File: config.mk
export PLATFORM = sky130hd
export DESIGN_NAME = url_percent_decoder_top
export DESIGN_NICKNAME = d
export VERILOG_FILES = /design/src/urlpd_pkg.sv /design/src/urlpd_core.sv /design/src/url_percent_decoder_top.sv
export SDC_FILE = /design/constraint.sdc
export NUM_CORES = 1
export LEC_CHECK = 0
export BUFFER_PORTS_ARGS = -buffer_cell sky130_fd_sc_hd__buf_2
export CAP_MARGIN = 20
export CORE_MARGIN = 8
export CORE_UTILIZATION = 50
export DETAILED_ROUTE_END_ITERATION = 10
export GPL_ROUTABILITY_DRIVEN = 0
export PLACE_DENSITY = 0.71
export SLEW_MARGIN = 20
export SYNTH_ARGS = -nofsm -noshare
export SYNTH_HDL_FRONTEND = slang
export SYNTH_SLANG_ARGS = --single-unit
File: constraint.sdc
create_clock -name clk -period 3.95 [get_ports clk]
set_clock_uncertainty 0.15 [all_clocks]
set_input_delay 0.5925 -clock clk [delete_from_list [all_inputs] [get_ports clk]]
set_output_delay 0.5925 -clock clk [all_outputs]
set_load 0.1 [all_outputs]
File: src/urlpd_pkg.sv
package urlpd_pkg;

  localparam int unsigned LEN_W = 16;

  localparam logic [LEN_W-1:0] MAX_LEN_RESET = 16'd4096;

  localparam logic [7:0] CHR_PCT   = 8'h25;
  localparam logic [7:0] CHR_PLUS  = 8'h2B;
  localparam logic [7:0] CHR_SPACE = 8'h20;

  typedef struct packed {
    logic [7:0] data;
    logic       last;
  } item_t;

  typedef struct packed {
    logic [7:0]       data;
    logic             byte_valid;
    logic             url_done;
    logic             decode_error;
    logic [LEN_W-1:0] length;
  } result_t;

endpackage

File: src/urlpd_core.sv
module urlpd_core import urlpd_pkg::*; (
  input  logic             clk,
  input  logic             rst_n,
  input  logic [LEN_W-1:0] max_len,
  input  logic             item_valid,
  input  item_t            item,
  output logic             take,
  output logic             out_valid,
  input  logic             out_stall,
  output result_t          out_res
);

  typedef enum logic [1:0] {
    PH_COPY,
    PH_HI,
    PH_LO,
    PH_DISCARD
  } phase_t;

  phase_t           ph_r, ph_nxt;
  logic [3:0]       hi_r, hi_nxt;
  logic [LEN_W-1:0] cnt_r, cnt_nxt;
  logic             out_valid_r;
  result_t          out_res_r;

  logic             has_res;
  result_t          res;
  logic             hex_ok;
  logic [3:0]       hex_nib;
  logic [LEN_W-1:0] cnt_inc;
  logic             emit_ok;

  // Digits map to their low nibble; letters A-F and a-f add nine to it.
  function automatic logic [4:0] hex_decode(input logic [7:0] c);
    logic [4:0] r;
    r = 5'd0;
    if (c >= 8'h30 && c <= 8'h39) begin
      r = {1'b1, c[3:0]};
    end else if ((c >= 8'h41 && c <= 8'h46) || (c >= 8'h61 && c <= 8'h66)) begin
      r = {1'b1, c[3:0] + 4'd9};
    end
    return r;
  endfunction

  assign {hex_ok, hex_nib} = hex_decode(item.data);
  assign cnt_inc = cnt_r + 1'b1;

  always_comb begin
    has_res = 1'b0;
    res     = '0;
    res.length = cnt_r;
    ph_nxt  = ph_r;
    hi_nxt  = hi_r;
    cnt_nxt = cnt_r;
    case (ph_r)
      PH_COPY: begin
        if (cnt_r >= max_len) begin
          has_res = item.last;
          res.url_done = 1'b1;
        end else if (item.data == CHR_PCT) begin
          if (item.last) begin
            has_res = 1'b1;
            res.url_done = 1'b1;
            res.decode_error = 1'b1;
          end else begin
            ph_nxt = PH_HI;
          end
        end else begin
          has_res = 1'b1;
          cnt_nxt = cnt_inc;
          res.data = (item.data == CHR_PLUS) ? CHR_SPACE : item.data;
          res.byte_valid = 1'b1;
          res.url_done = item.last;
          res.length = cnt_inc;
        end
      end
      PH_HI: begin
        if (!hex_ok || item.last) begin
          has_res = 1'b1;
          res.url_done = item.last;
          res.decode_error = 1'b1;
          ph_nxt = PH_DISCARD;
        end else begin
          hi_nxt = hex_nib;
          ph_nxt = PH_LO;
        end
      end
      PH_LO: begin
        has_res = 1'b1;
        res.url_done = item.last;
        if (!hex_ok) begin
          res.decode_error = 1'b1;
          ph_nxt = PH_DISCARD;
        end else begin
          cnt_nxt = cnt_inc;
          res.data = {hi_r, hex_nib};
          res.byte_valid = 1'b1;
          res.length = cnt_inc;
          ph_nxt = PH_COPY;
          hi_nxt = 4'd0;
        end
      end
      default: begin
        has_res = item.last;
        res.url_done = 1'b1;
        res.decode_error = 1'b1;
      end
    endcase
    // The last byte of a URL always returns the state to its start.
    if (item.last) begin
      ph_nxt  = PH_COPY;
      hi_nxt  = 4'd0;
      cnt_nxt = '0;
    end
  end

  assign emit_ok = !out_valid_r || !out_stall;
  assign take    = item_valid && (emit_ok || !has_res);

  always_ff @(posedge clk) begin
    if (!rst_n) begin
      ph_r        <= PH_COPY;
      hi_r        <= 4'd0;
      cnt_r       <= '0;
      out_valid_r <= 1'b0;
      out_res_r   <= '0;
    end else begin
      if (take) begin
        ph_r  <= ph_nxt;
        hi_r  <= hi_nxt;
        cnt_r <= cnt_nxt;
      end
      if (emit_ok) begin
        out_valid_r <= take && has_res;
        if (take && has_res) begin
          out_res_r <= res;
        end
      end
    end
  end

  assign out_valid = out_valid_r;
  assign out_res   = out_res_r;

  a_no_valid_error: assert property (@(posedge clk) disable iff (!rst_n)
    out_valid_r |-> !(out_res_r.byte_valid && out_res_r.decode_error))
    else $error("result carries both a byte and an error");

  a_last_clears: assert property (@(posedge clk) disable iff (!rst_n)
    (take && item.last) |=> (ph_r == PH_COPY && cnt_r == '0 && hi_r == 4'd0))
    else $error("state not cleared after the last byte of a URL");

  a_idle_byte_zero: assert property (@(posedge clk) disable iff (!rst_n)
    (out_valid_r && !out_res_r.byte_valid) |-> (out_res_r.data == 8'd0))
    else $error("result without a byte has a nonzero byte field");

  a_discard_silent: assert property (@(posedge clk) disable iff (!rst_n)
    (take && ph_r == PH_DISCARD && !item.last) |=> (ph_r == PH_DISCARD))
    else $error("discard phase left before the end of the URL");

endmodule

File: src/url_percent_decoder_top.sv
// Path: a beat passes through the input register (s1_item_r) and then the
// core's output register (out_res_r); a held output result can stall it between.
// Throughput: one beat per cycle; bytes that give no result never wait
// on the output side, and a held result stalls input only when a new one is due.
// Reset: synchronous, active-low rst_n clears the URL state, both
// pipeline valids, and sets max_len_r to 4096.
module url_percent_decoder_top import urlpd_pkg::*; (
  input  logic             clk,
  input  logic             rst_n,
  input  logic             cfg_wr_en,
  input  logic [LEN_W-1:0] cfg_wr_data,
  input  logic             in_valid,
  output logic             in_stall,
  input  logic [7:0]       in_byte,
  input  logic             in_last,
  output logic             out_valid,
  input  logic             out_stall,
  output logic [7:0]       out_byte,
  output logic             out_byte_valid,
  output logic             out_url_done,
  output logic             out_decode_error,
  output logic [LEN_W-1:0] out_length
);

  logic [LEN_W-1:0] max_len_r;
  logic             s1_valid_r;
  item_t            s1_item_r;
  logic             take;
  result_t          res;

  always_ff @(posedge clk) begin
    if (!rst_n) begin
      max_len_r  <= MAX_LEN_RESET;
      s1_valid_r <= 1'b0;
    end else begin
      if (cfg_wr_en) begin
        max_len_r <= cfg_wr_data;
      end
      if (!in_stall) begin
        s1_valid_r <= in_valid;
      end
    end
  end

  always_ff @(posedge clk) begin
    if (!in_stall) begin
      s1_item_r <= '{data: in_byte, last: in_last};
    end
  end

  // The input register refills whenever its beat moves into the core.
  assign in_stall = s1_valid_r && !take;

  urlpd_core u_core (
    .clk        (clk),
    .rst_n      (rst_n),
    .max_len    (max_len_r),
    .item_valid (s1_valid_r),
    .item       (s1_item_r),
    .take       (take),
    .out_valid  (out_valid),
    .out_stall  (out_stall),
    .out_res    (res)
  );

  assign out_byte         = res.data;
  assign out_byte_valid   = res.byte_valid;
  assign out_url_done     = res.url_done;
  assign out_decode_error = res.decode_error;
  assign out_length       = res.length;

endmodule
After elaboration in Yosys (flattened, before gate mapping)
Cells that the tools add are included.
{ "totals": {"ff_bits": 76, "out_inout_bits": 29, "elab_cells": 89, "input_bits": 30} }
{ "classes": {"order_cmp": 7, "eq_ne": 8, "add_sub_neg": 2, "reduce_logical": 23, "n_mux": 36} }
{ "ops": {"columns": ["operator", "n"], "rows": [
  ["2-to-1 mux 16 bit", 4],
  ["case mux 16 bit (2 select lines)", 2],
  ["2-to-1 mux 9 bit", 3],
  ["case mux 9 bit (2 select lines)", 1],
  ["2-to-1 mux 17 bit", 1],
  ["adder 16 x 1 -> 16 bit, second input constant", 1],
  ["equality test 8 x 6 -> 1 bit, second input constant", 2],
  ["greater-or-equal comparator 16 bit", 1],
  ["greater-or-equal comparator 8 x 7 -> 1 bit, second input constant", 2],
  ["less-or-equal comparator 8 x 7 -> 1 bit, second input constant", 2],
  ["2-to-1 mux 2 bit", 6],
  ["2-to-1 mux 4 bit", 3],
  ["case mux 2 bit (3 select lines)", 2],
  ["2-to-1 mux 5 bit", 2],
  ["2-to-1 mux 1 bit", 9],
  ["greater-or-equal comparator 8 x 6 -> 1 bit, second input constant", 1],
  ["less-or-equal comparator 8 x 6 -> 1 bit, second input constant", 1],
  ["2-to-1 mux 8 bit", 1],
  ["case mux 4 bit (2 select lines)", 1],
  ["AND reduction 4 bit", 2],
  ["logical AND 1 bit", 6],
  ["!= test 3 x 2 -> 1 bit, second input constant", 2],
  ["!= test 3 bit, second input constant", 2],
  ["nonzero test 3 bit", 2],
  ["other kinds (10)", 17]
]} }

Logic depth before layout (Yosys ltp)
Gate-level depths: netlist (run 1).
{ "logic_depth": {"word_depth": 14, "mapped_depth": 12, "ltp_nobuf": 9} }

Cells and area by module
From an unflattened synthesis (run 1), not the netlist that was laid out.
{ "hier_totals": {"hier_cells": 486, "hier_area_um2": 4241.6} }
{ "by_module_without_submodules": {"columns": ["module", "seq_area_each_um2", "cells_each", "area_per_inst_um2", "n_inst"], "rows": [
  ["urlpd_core", 1001.0, 422, 3320.7, 1],
  ["url_percent_decoder_top", 610.6, 64, 920.9, 1]
]} }

Worst setup path after synthesis (run 1)
OpenSTA, ideal clock, no wires.
{ "synth_timing": {"kind": "register to register", "from": "register u_core.cnt_r[0]", "to": "register s1_item_r[0] in the netlist's numbering, enable pin", "arrival_time_ns": 4.733, "path_slack_ns": -1.389, "n_path_buf": 1, "required_time_ns": 3.344, "period_less_slack_ns": 5.339, "stages_incl_launch_ff": 11, "setup_ns": 0.456, "path_cell_list": "dfxtp_1 -> inv_1 -> ha_1 -> nand2b_1 -> a2111oi_1 -> o32a_1 -> and3_1 -> buf_6 -> nor2_4 -> nor3_1 -> inv_1"} }
{ "synth_via": {"elab_chain_len": 8} }
{ "synth_rtl": {"columns": ["element", "line", "source"], "rows": [
  ["start: declaration", "urlpd_core.sv:22", "logic [LEN_W-1:0] cnt_r, cnt_nxt;"],
  ["start signal: assignment", "urlpd_core.sv:131", "cnt_r <= cnt_nxt;"],
  ["greater-or-equal comparator 16 bit", "urlpd_core.sv:57", "if (cnt_r >= max_len) begin"],
  ["2-to-1 mux 1 bit", "urlpd_core.sv:57", null],
  ["case mux 1 bit (3 select lines)", "urlpd_core.sv:55", "case (ph_r)"],
  ["zero test 1 bit", "urlpd_core.sv:118", "assign take = item_valid && (emit_ok || !has_res);"],
  ["logical OR 1 bit", "urlpd_core.sv:118", null],
  ["logical AND 1 bit", "urlpd_core.sv:118", null],
  ["zero test 1 bit", "url_percent_decoder_top.sv:52", "assign in_stall = s1_valid_r && !take;"],
  ["logical AND 1 bit", "url_percent_decoder_top.sv:52", null],
  ["net in_stall", "url_percent_decoder_top.sv:13", "output logic in_stall,"],
  ["end signal: assignment", "url_percent_decoder_top.sv:47", "s1_item_r <= '{data: in_byte, last: in_last};"],
  ["end: declaration", "url_percent_decoder_top.sv:27", "item_t s1_item_r;"]
]} }
The timed path passes the listed nets, and every way through them passes these cells.
A chain may end at the register's enable or synchronous reset.

Worst setup path after layout (run 1)
{ "layout_timing": {"from": "register u_core.cnt_r[0]", "to": "output in_stall"} }
{ "layout_via": {"elab_chain_len": 8} }
{ "layout_rtl": {"columns": ["element", "line"], "rows": [
  ["greater-or-equal comparator 16 bit", "urlpd_core.sv:57"],
  ["2-to-1 mux 1 bit", "urlpd_core.sv:57"],
  ["case mux 1 bit (3 select lines)", "urlpd_core.sv:55"],
  ["zero test 1 bit", "urlpd_core.sv:118"],
  ["logical OR 1 bit", "urlpd_core.sv:118"],
  ["logical AND 1 bit", "urlpd_core.sv:118"],
  ["zero test 1 bit", "url_percent_decoder_top.sv:52"],
  ["logical AND 1 bit", "url_percent_decoder_top.sv:52"],
  ["end: declaration", "url_percent_decoder_top.sv:13"]
]} }
No other way between the ends.

==> results of run 1 <==
-- flip-flops by register name (all words and copies together) (netlist names) --
register and cells:
max_len_r 16, s1_item_r 9, s1_valid_r 1, u_core.cnt_r 16, u_core.hi_r 4, u_core.out_res 27
u_core.out_valid 1, u_core.ph_r 2
-- through the flow --
step / cells / hold slack, ns / total power, W
2_1_floorplan: 498 / 0.285 / 0.00109
5_1_grt: 667 / 0.243 / 0.00186
4_1_cts: 667 / 0.248 / 0.00180
3_5_place_dp: 651 / 0.309 / 0.00116
3_3_place_gp: 651 / 0.302 / 0.00115
6_report: 667 / 0.254 / 0.00180
-- layout make-up --
class | instances | area [um^2] | share of cell area [%]
tap | 108 | 135 | 2.72
inverter | 31 | 116 | 2.34
clock buffer | 12 | 166 | 3.35
multi-input combinational | 363 | 2480 | 50.0
clock inverter | 4 | 53.8 | 1.08
timing repair buffer | 73 | 405 | 8.15
sequential | 76 | 1610 | 32.4
-- cells in the mapped netlist, types with 2 or more instances --
master     number
clkbuf_1       19
o32ai_1         2
nor2b_1        17
o2bb2ai_1       2
o21ai_2         2
and2_1          4
a31oi_1        23
o31ai_1         4
nand3_1         9
a21oi_1        26
a211oi_1        2
nor3_1          6
or2_2           2
a221oi_1        5
o31ai_2         4
o211a_1         2
mux2i_1        22
buf_6           5
o21ai_1        21
nand4_1         3
o41ai_1         2
and3_1         16
nor3b_1         6
o21a_1          4
nor2_1         33
buf_2           3
o22ai_1         3
or4_1           2
ha_1           24
dfxtp_1        67
inv_1          31
o32ai_2         7
nand2_1        45
nand2b_1        7
o211ai_1       18
o21ai_0        16
edfxtp_1        9
-- layer usage --
layer | GRT usage (%) | share of wire (%) | vias up
met4 | 8.49 | 2.1 | 0
met3 | 3.49 | 5.7 | 21
met5 | 0 | 0 | -
met1 | 23.5 | 43 | 1925
met2 | 33.2 | 50 | 146
li1 | - | - | 1940
-- power breakdown --
group	switching [W]	total [W]	internal (W)
Clock	0.000306	0.000656	0.000350
Sequential	0.0000211	0.000833	0.000812
Combinational	0.000225	0.000309	0.0000838
Total	0.000552	0.00180	0.00125
-- repair_timing --
action / in CTS / in global routing
gates resized for setup: 1 / 2
cloned: 0 / 0
hold endpoints to repair: 0 / 0
endpoints found under the setup margin: 1 / 1
-- how the worst max path moves through the flow --
stage               startpoint      endpoint  slack, ns  cells past startpoint
6_report       u_core.cnt_r[0]      in_stall       0.21                      9
5_1_grt        u_core.cnt_r[0]      in_stall       0.04                      9
4_1_cts        u_core.cnt_r[0]      in_stall       0.02                      9
3_5_place_dp   u_core.cnt_r[0]      in_stall       0.30                      9
3_3_place_gp   u_core.cnt_r[0]      in_stall       0.39                      9
2_1_floorplan  u_core.cnt_r[0]  s1_item_r[0]       0.34                     10
-- critical path: cells and delay by family (launching register included) --
kind                     cells  cell delay (ns)
flip-flops                   1             0.46
AO/OA/AOI/OAI                2             0.73
buffers and inverters        2             0.39
adder cells (fa/ha/maj)      1             0.26
AND/OR/NAND/NOR              4             0.78
-- logic make-up (layout without fill, tap and decap cells) --
group                      count (synthesis)  count (layout)  share of synthesized area (%)
DFF                                       76              76                           37.1
and+or+nand+nor                          160             160                           19.0
AOI/OAI and AO/OA                        157             157                           25.8
adders and majority gates                 24              24                           6.91
buffers and inverters                     59             120                           6.13
muxes                                     22              22                           5.07
==> summary.md, run 1 <==
| Metric | Value |
|---|---|
| GRT Overall Usage | `19.5%` |
| Seq/Total Area, Yosys | `37.1%` |
| Post-CTS setup buffers | `0` |
| FP Rows | `34` |
| CP Class | `reg2out` |
| Outcome | `finished, final reports clean` |
| Root Driver | `clkbuf_8` |
| Post-synth EDFFs | `9` |
| Drt initial violations | `312` |
| #FFs+latches synth | `76` |
| Slew Limit Fails | `0` |
| Nets | `608` |
| PwrDens | `362 mW/mm^2` |
| Overflow after GRT | `0` |
| H-tree depth | `3` |
| Setup_tns | `0 ns` |
| Dpl ws | `0.296 ns` |
| Fmax | `268 MHz` |
| Yosys top cell area share | `30.9%` |
| Slowest stage delay, CP | `0.46 ns` |
| Worst EP arrival | `2.99 ns` |
| Max-Cap Viols | `0` |
| P_leak | `2.01 nW` |
| Vias/cell | `6.04` |
| Initial core utilization | `50.6%` |
| # hold bufs at CTS | `0` |
| Worst skew pair latency | `0.36 ns` |
| First-pass GRT wire length | `18700 um` |
| Final Cell Area | `0.00497 mm^2` |
| Most common cell after layout, fill and taps aside | `dfxtp_1` |
| Hold Startpoint | `in_byte[7]` |
| Clock Pin Slew Worst Setup and Hold Paths | `0.08 ns` |
| Pin count of the biggest net entering global routing | `56` |
| Mapped Cells | `498` |
| Crit path cell chain | `inv_1 > ha_1 > nand2b_1 > a2111oi_2 > o32a_1 > and3_2 > nor2_4 > nor3_4 > buf_4` |
| Worst reg2reg setup slack | `0.73 ns` |
| Area leader, netlist | `dfxtp_1` |
| Initial antenna violation count | `0` |
| VDD IR max | `0.187 mV` |
| R2R Path Start | `u_core.cnt_r[14]` |
| Top FF cell, synth | `dfxtp_1` |
| Cts bufs inserted | `9` |
| Critical Path Source Type | `flip-flop` |
| Critical path required time | `3.21 ns` |
| Max_slew headroom | `50.1%` |
| Fill count | `805` |
| Die height | `109 um` |
| DIE AREA | `0.0119 mm^2` |
| Hold Path End | `s1_item_r[8]` |
| Worst hold path depth | `1` |
| CP Capture Type | `output pin` |
| Commonest non-fill, non-tap cells in the layout | `dfxtp_1 (67), buf_2 (57), nand2_1 (45)` |
| Detail Route Antenna Nets | `0` |
| CTS tree | `yes` |
| IO Count | `59` |
| DRC viols | `0` |
| Min Clock Period, post-route | `3.74 ns` |
| Clock Path Buffers | `2` |
| Post-synth design cell area | `0.00435 mm^2` |
| Vias in the first global route | `4008` |
| Crit path max fanout | `7` |
| Cell variety after synth | `62` |
| Area Growth Syn to Fin | `14.5%` |
| Area post-placement | `0.00474 mm^2` |
| Number of diodes | `0` |
| IO buf count | `58` |
| Async set or reset register ratio after synthesis | `0%` |
| Hold WC Path Type | `in2reg` |
| Crit-path slowest cell | `dfxtp_1` |
| Routed WL per cell | `17.1 um` |
| Worst r2r dst | `u_core.hi_r[1]` |
| Sink Count | `76` |
| Avg Inst Size Synth | `8.73 um^2` |
| Syn_nets | `552` |
| CORE AREA | `0.00859 mm^2` |
| Setup violators final | `0` |
| Period utilization | `94.6%` |
| Die width | `109 um` |
| RSZ-0062 raised after global routing | `no` |
| Yosys warnings | `0` |
| Post-DP HPWL | `7970 um` |
| Dominant cells by area after synthesis | `dfxtp_1 (31%), ha_1 (6.9%), edfxtp_1 (6.2%)` |
| First drt pass iteration count | `5` |
| R2R depth | `9` |
| Worst Max-Slew Pin Slew | `0.742 ns` |
| Final WL | `11400 um` |
| Final Hold Viols | `0` |
| Layout cells sized above 1 | `20.6%` |
| Setup ws final | `0.214 ns` |
| Via Count | `4032` |
| Final core occ | `57.9%` |
Power figures use the tool's default switching activity.
==> run 2, diff against run 1 <==
--- a/config.mk
+++ b/config.mk
@@ -7,11 +7,13 @@
 export LEC_CHECK = 0
 export BUFFER_PORTS_ARGS = -buffer_cell sky130_fd_sc_hd__buf_2
 export CAP_MARGIN = 20
-export CORE_MARGIN = 8
+export CORE_MARGIN = 2
 export CORE_UTILIZATION = 50
 export DETAILED_ROUTE_END_ITERATION = 10
 export GPL_ROUTABILITY_DRIVEN = 0
 export PLACE_DENSITY = 0.71
+export REMOVE_ABC_BUFFERS = 1
+export SKIP_CTS_REPAIR_TIMING = 1
 export SLEW_MARGIN = 20
 export SYNTH_ARGS = -nofsm -noshare
 export SYNTH_HDL_FRONTEND = slang
==> summary.md, run 2 (synthesis results as in run 1) <==
| Metric | Value |
|---|---|
| Final core occ | `57.9% (+0.058 points)` |
| Slew Limit Fails | `0 (unchanged)` |
| IO Count | `59 (unchanged)` |
| Storage cell area | `0.00161 mm^2 (unchanged)` |
| Post-DP HPWL | `7640 um (-4.1%)` |
| Period utilization | `94.3% (-0.27 points)` |
| Pin count of the biggest net entering global routing | `52 (-7.1%)` |
| Vias in the first global route | `3815 (-4.8%)` |
| Layout cells sized above 1 | `20.0% (-0.61 points)` |
| Metal2 WL | `5160 um (-8.9%)` |
| Worst skew pair latency | `0.36 ns (about the same)` |
| Initial core utilization | `50.6% (unchanged)` |
| Max_slew headroom | `51.2% (+1.1 points)` |
| Highest metal layer with signal wires | `met4` |
| Critical path required time | `3.21 ns (about the same)` |
| Worst r2r dst | `u_core.out_res[19]` |
| First drt pass iteration count | `5 (unchanged)` |
| Setup violators final | `0 (unchanged)` |
| Via Count | `3940 (-2.3%)` |
| Worst EP arrival | `2.98 ns (about the same)` |
| Routed WL per cell | `16.4 um (-4.1%)` |
| Crit-path slowest cell | `a2111oi_2` |
| CP Class | `reg2out` |
| R2R Path Start | `u_core.cnt_r[0]` |
| Vias/cell | `5.93 (-1.8%)` |
| Worst hold margin | `0.248 ns (-0.00627 ns)` |
| IO buf count | `58 (unchanged)` |
| Max-Cap Viols | `0 (unchanged)` |
| Overflow after GRT | `0 (unchanged)` |
| Slowest stage delay, CP | `0.52 ns (+0.06 ns)` |
| Met3 wire len | `620 um (-4.8%)` |
| Commonest non-fill, non-tap cells in the layout | `dfxtp_1 (67), buf_2 (57), nand2_1 (45)` |
| CP Capture Type | `output pin` |
| Crit path max fanout | `7 (unchanged)` |
| Sink Count | `76 (unchanged)` |
| Die height | `97.2 um (-11%)` |
| First-pass GRT wire length | `18500 um (-1.4%)` |
| FP Rows | `34 (unchanged)` |
| CTS tree | `yes` |
| M1 WL | `4930 um (+0.94%)` |
| Root Driver | `clkbuf_8` |
| Final Non-Filler Cells | `664 (-0.45%)` |
| GRT Overall Usage | `23.7% (+4.3 points)` |
| Worst Max-Slew Pin Slew | `0.725 ns (-0.0172 ns)` |
| Worst reg2reg setup slack | `0.69 ns (-0.04 ns)` |
| PwrDens | `375 mW/mm^2 (+3.9%)` |
| Crit path cell chain | `inv_1 > ha_1 > nand2b_1 > a2111oi_2 > o32a_1 > and3_1 > nor2_4 > nor3_1 > buf_4 > buf_12` |
| Die width | `97.2 um (-11%)` |
| R2R depth | `10 (+1)` |
| Clock Pin Slew Worst Setup and Hold Paths | `0.08 ns (about the same)` |
| DRC viols | `0 (unchanged)` |
| DIE AREA | `0.00945 mm^2 (-21%)` |
| Crit path to | `in_stall` |
| H-tree depth | `3 (unchanged)` |
| Nets | `605 (-0.49%)` |
| Outcome | `finished, final reports clean` |
| Dpl cells | `648 (-0.46%)` |
| P_leak | `2.01 nW (+0.19%)` |
| Setup_tns | `0 ns (unchanged)` |
| Fmax | `268 MHz (+0.28%)` |
| Multi-input logic area | `0.00248 mm^2 (-0.20%)` |
| Final WL | `10900 um (-4.6%)` |
| RSZ-0062 raised after global routing | `no` |
| Drt initial violations | `267 (-14%)` |
| Fill count | `792 (-1.6%)` |
| Worst setup path start | `u_core.cnt_r[0]` |
| Number of diodes | `0 (unchanged)` |
| CORE AREA | `0.00859 mm^2 (unchanged)` |
| Initial antenna violation count | `0 (unchanged)` |
| Number of flip-flops in the largest register | `27 (unchanged)` |
| Critical Path Source Type | `flip-flop` |
| Hold WC Path Type | `in2reg` |
| Most common cell after layout, fill and taps aside | `dfxtp_1` |
| VDD IR max | `0.158 mV (-16%)` |
| Detail Route Antenna Nets | `0 (unchanged)` |
| Final Hold Viols | `0 (unchanged)` |
| Min Clock Period, post-route | `3.73 ns (-0.0105 ns)` |
| Clock Path Buffers | `2 (unchanged)` |
| Area Growth Syn to Fin | `14.6%` |
| Cts bufs inserted | `9 (unchanged)` |
run 2: routing by layer:
layer  up-vias  track usage (%)
li1       1937                -
met1      1855             32.4
met2       132             36.9
met3        16             4.60
met4         0             10.1
met5         -                0
run 2: worst min-delay path by stage:
stage / start / endpoint / slack [ns] / cells past startpoint
3_3_place_gp: u_core.hi_r[1] / u_core.hi_r[1] / 0.30 / 2
6_report: in_byte[1] / s1_item_r[2] / 0.25 / 1
4_1_cts: in_byte[1] / s1_item_r[2] / 0.24 / 1
5_1_grt: in_byte[5] / s1_item_r[6] / 0.24 / 1
3_5_place_dp: u_core.hi_r[1] / u_core.hi_r[1] / 0.30 / 2
2_1_floorplan: u_core.hi_r[1] / u_core.hi_r[1] / 0.28 / 2
run 2: critical path, delay by kind of cell, from the launching register on:
kind            cells  cell delay (ns)
simple gates        4             0.66
fa+ha+maj           1             0.26
compound gates      2             0.83
buf+inv             3             0.41
flops               1             0.46
run 2: stage by stage:
step	instance area, um^2	worst slack, ns	power (W)
finish	4980	0.225	0.00187
global route	4980	0.0139	0.00194
CTS	4970	0.101	0.00188
detailed placement	4730	0.507	0.00116
global placement	4730	0.589	0.00115
floorplan	4200	-1.46	0.00107
run 2: layout make-up:
cell class	count	area share, %
multi-input combinational	363	49.8
sequential	76	32.4
timing repair buffer	70	7.94
tap	108	2.71
clock buffer	10	2.56
inverter	31	2.34
clock inverter	6	2.26
run 2: power by group:
part	leakage, nW	switching [W]	total, W	internal, W
registers	0.642	0.0000254	0.000837	0.000812
clock network	0.120	0.000306	0.000727	0.000421
logic	1.25	0.000220	0.000305	0.0000845
total	2.01	0.000552	0.00187	0.00132
==> run 3, diff against run 2 <==
--- a/config.mk
+++ b/config.mk
@@ -7,11 +7,11 @@
 export LEC_CHECK = 0
 export BUFFER_PORTS_ARGS = -buffer_cell sky130_fd_sc_hd__buf_2
 export CAP_MARGIN = 20
-export CORE_MARGIN = 2
+export CORE_MARGIN = 1.5
 export CORE_UTILIZATION = 50
 export DETAILED_ROUTE_END_ITERATION = 10
 export GPL_ROUTABILITY_DRIVEN = 0
-export PLACE_DENSITY = 0.71
+export PLACE_DENSITY = 0.69
 export REMOVE_ABC_BUFFERS = 1
 export SKIP_CTS_REPAIR_TIMING = 1
 export SLEW_MARGIN = 20
==> summary.md, run 3 (synthesis results as in run 1) <==
| Metric | Value |
|---|---|
| Area Growth Syn to Fin | `14.7%` |
| Worst skew pair latency | `0.35 ns (about the same)` |
| PwrDens | `366 mW/mm^2 (-2.6%)` |
| Max-Cap Viols | `0 (unchanged)` |
| Min Clock Period, post-route | `3.73 ns (+0.00738 ns)` |
| Via Count | `3960 (+0.51%)` |
| GRT Overall Usage | `24.8% (+1.0 points)` |
| CP Class | `reg2out` |
| Storage cell area | `0.00161 mm^2 (unchanged)` |
| Multi-input logic area | `0.00250 mm^2 (+0.96%)` |
| Pin count of the biggest net entering global routing | `72 (+38%)` |
| Critical Path Source Type | `flip-flop` |
| CORE AREA | `0.00830 mm^2 (-3.4%)` |
| Clock Path Buffers | `2 (unchanged)` |
| Overflow after GRT | `0 (unchanged)` |
| P_leak | `2.01 nW (about the same)` |
| Final Cell Area | `0.00498 mm^2 (+0.13%)` |
| Die height | `96.2 um (-1.0%)` |
| H-tree depth | `3 (unchanged)` |
| Post-DP HPWL | `7660 um (+0.22%)` |
| Crit-path slowest cell | `or4_1` |
| Die width | `96.2 um (-1.0%)` |
| First-pass GRT wire length | `17500 um (-5.0%)` |
| DRC viols | `0 (unchanged)` |
| Initial core utilization | `52.4% (+1.8 points)` |
| Detail Route Antenna Nets | `0 (unchanged)` |
| Slowest stage delay, CP | `0.59 ns (+0.07 ns)` |
| Outcome | `finished, final reports clean` |
| Sink Count | `76 (unchanged)` |
| Worst EP arrival | `2.99 ns (about the same)` |
| IO buf count | `58 (unchanged)` |
| Commonest non-fill, non-tap cells in the layout | `dfxtp_1 (67), buf_2 (57), nand2_1 (45)` |
| Final Hold Viols | `0 (unchanged)` |
| Nets | `605 (unchanged)` |
| Number of diodes | `0 (unchanged)` |
| Hold WC Path Type | `in2reg` |
| Vias/cell | `5.99 (+0.96%)` |
| Period utilization | `94.5% (+0.19 points)` |
| Fmax | `268 MHz (-0.20%)` |
| Slew Limit Fails | `0 (unchanged)` |
| Cts bufs inserted | `9 (unchanged)` |
| Worst Max-Slew Pin Slew | `0.778 ns (+0.0525 ns)` |
| Routed WL per cell | `16.5 um (+0.57%)` |
| IO Count | `59 (unchanged)` |
| Worst hold margin | `0.263 ns (+0.0147 ns)` |
| Area post-placement | `0.00472 mm^2 (about the same)` |
| CP Capture Type | `output pin` |
| Drt initial violations | `301 (+13%)` |
| Initial antenna violation count | `0 (unchanged)` |
| CTS tree | `yes` |
| RSZ-0062 raised after global routing | `no` |
| FP Rows | `33 (-2.9%)` |
| Setup_tns | `0 ns (unchanged)` |
| Root Driver | `clkbuf_8` |
| Number of flip-flops in the largest register | `27 (unchanged)` |
| Layout cells sized above 1 | `20.5% (+0.54 points)` |
| Fill count | `748 (-5.6%)` |
| Critical path required time | `3.21 ns (about the same)` |
| Largest delay share family, worst path | `simple AND/OR/NAND/NOR gates` |
| Final WL | `10900 um (+0.12%)` |
| Total Power | `0.00182 W (-2.5%)` |
| Clock Pin Slew Worst Setup and Hold Paths | `0.08 ns (about the same)` |
| DIE AREA | `0.00926 mm^2 (-2.0%)` |
| Most common cell after layout, fill and taps aside | `dfxtp_1` |
| Max_slew headroom | `48.2% (-3.1 points)` |
| Crit path max fanout | `7 (unchanged)` |
| VDD IR max | `0.243 mV (+54%)` |
| Crit path cell chain | `ha_1 > nand4_1 > or4_1 > o32a_1 > and3_2 > nor2_4 > nor3_1 > buf_4 > buf_12` |
| First drt pass iteration count | `6 (+1)` |
| Setup violators final | `0 (unchanged)` |
| Vias in the first global route | `3596 (-5.7%)` |
| WP buf/inv | `2 (-1)` |
run 3: routing by layer:
layer  share of wire [%]  track usage [%]  up-vias  wire length (um)
met1                  44             33.5     1830              4800
met2                  47             40.3      185              5170
met5                   0                0        -                 0
met4                 1.2             6.37        0               130
met3                 7.5             4.82       11               823
li1                    -                -     1934                 -
run 3: power by group:
part           internal [W]  total [W]  switching (W)
clock network      0.000390   0.000679       0.000289
registers          0.000812   0.000837      0.0000252
logic             0.0000847   0.000306       0.000222
run 3: final timing paths:
| path | start | to | slack [ns] | cells after the start |
|---|---|---|---|---|
| hold reg to reg | u_core.hi_r[2] | u_core.hi_r[2] | 0.32 | 2 |
| setup / recovery | u_core.cnt_r[14] | in_stall | 0.22 | 9 |
| setup reg to reg | u_core.cnt_r[14] | s1_item_r[0] | 0.68 | 9 |
| hold / removal | in_byte[4] | s1_item_r[5] | 0.26 | 1 |
run 3: layout make-up:
class                   instances  share of cell area (%)
repair buffers                 70                    7.93
multi-input cells             363                    50.2
clock buffers                  12                    3.11
clock inverters                 4                    1.43
flip-flops and latches         76                    32.3
well taps                     105                    2.64
inverters                      31                    2.33
run 3: per-stage QoR:
| step | util, % | setup WS [ns] | std cells |
|---|---|---|---|
| 6_report | 60.1 | 0.217 | 661 |
| 5_1_grt | 60.1 | 0.0223 | 661 |
| 4_1_cts | 59.6 | -0.0651 | 661 |
| 3_5_place_dp | 56.9 | 0.321 | 645 |
| 3_3_place_gp | 56.9 | 0.401 | 645 |
| 2_1_floorplan | - | -1.46 | 470 |
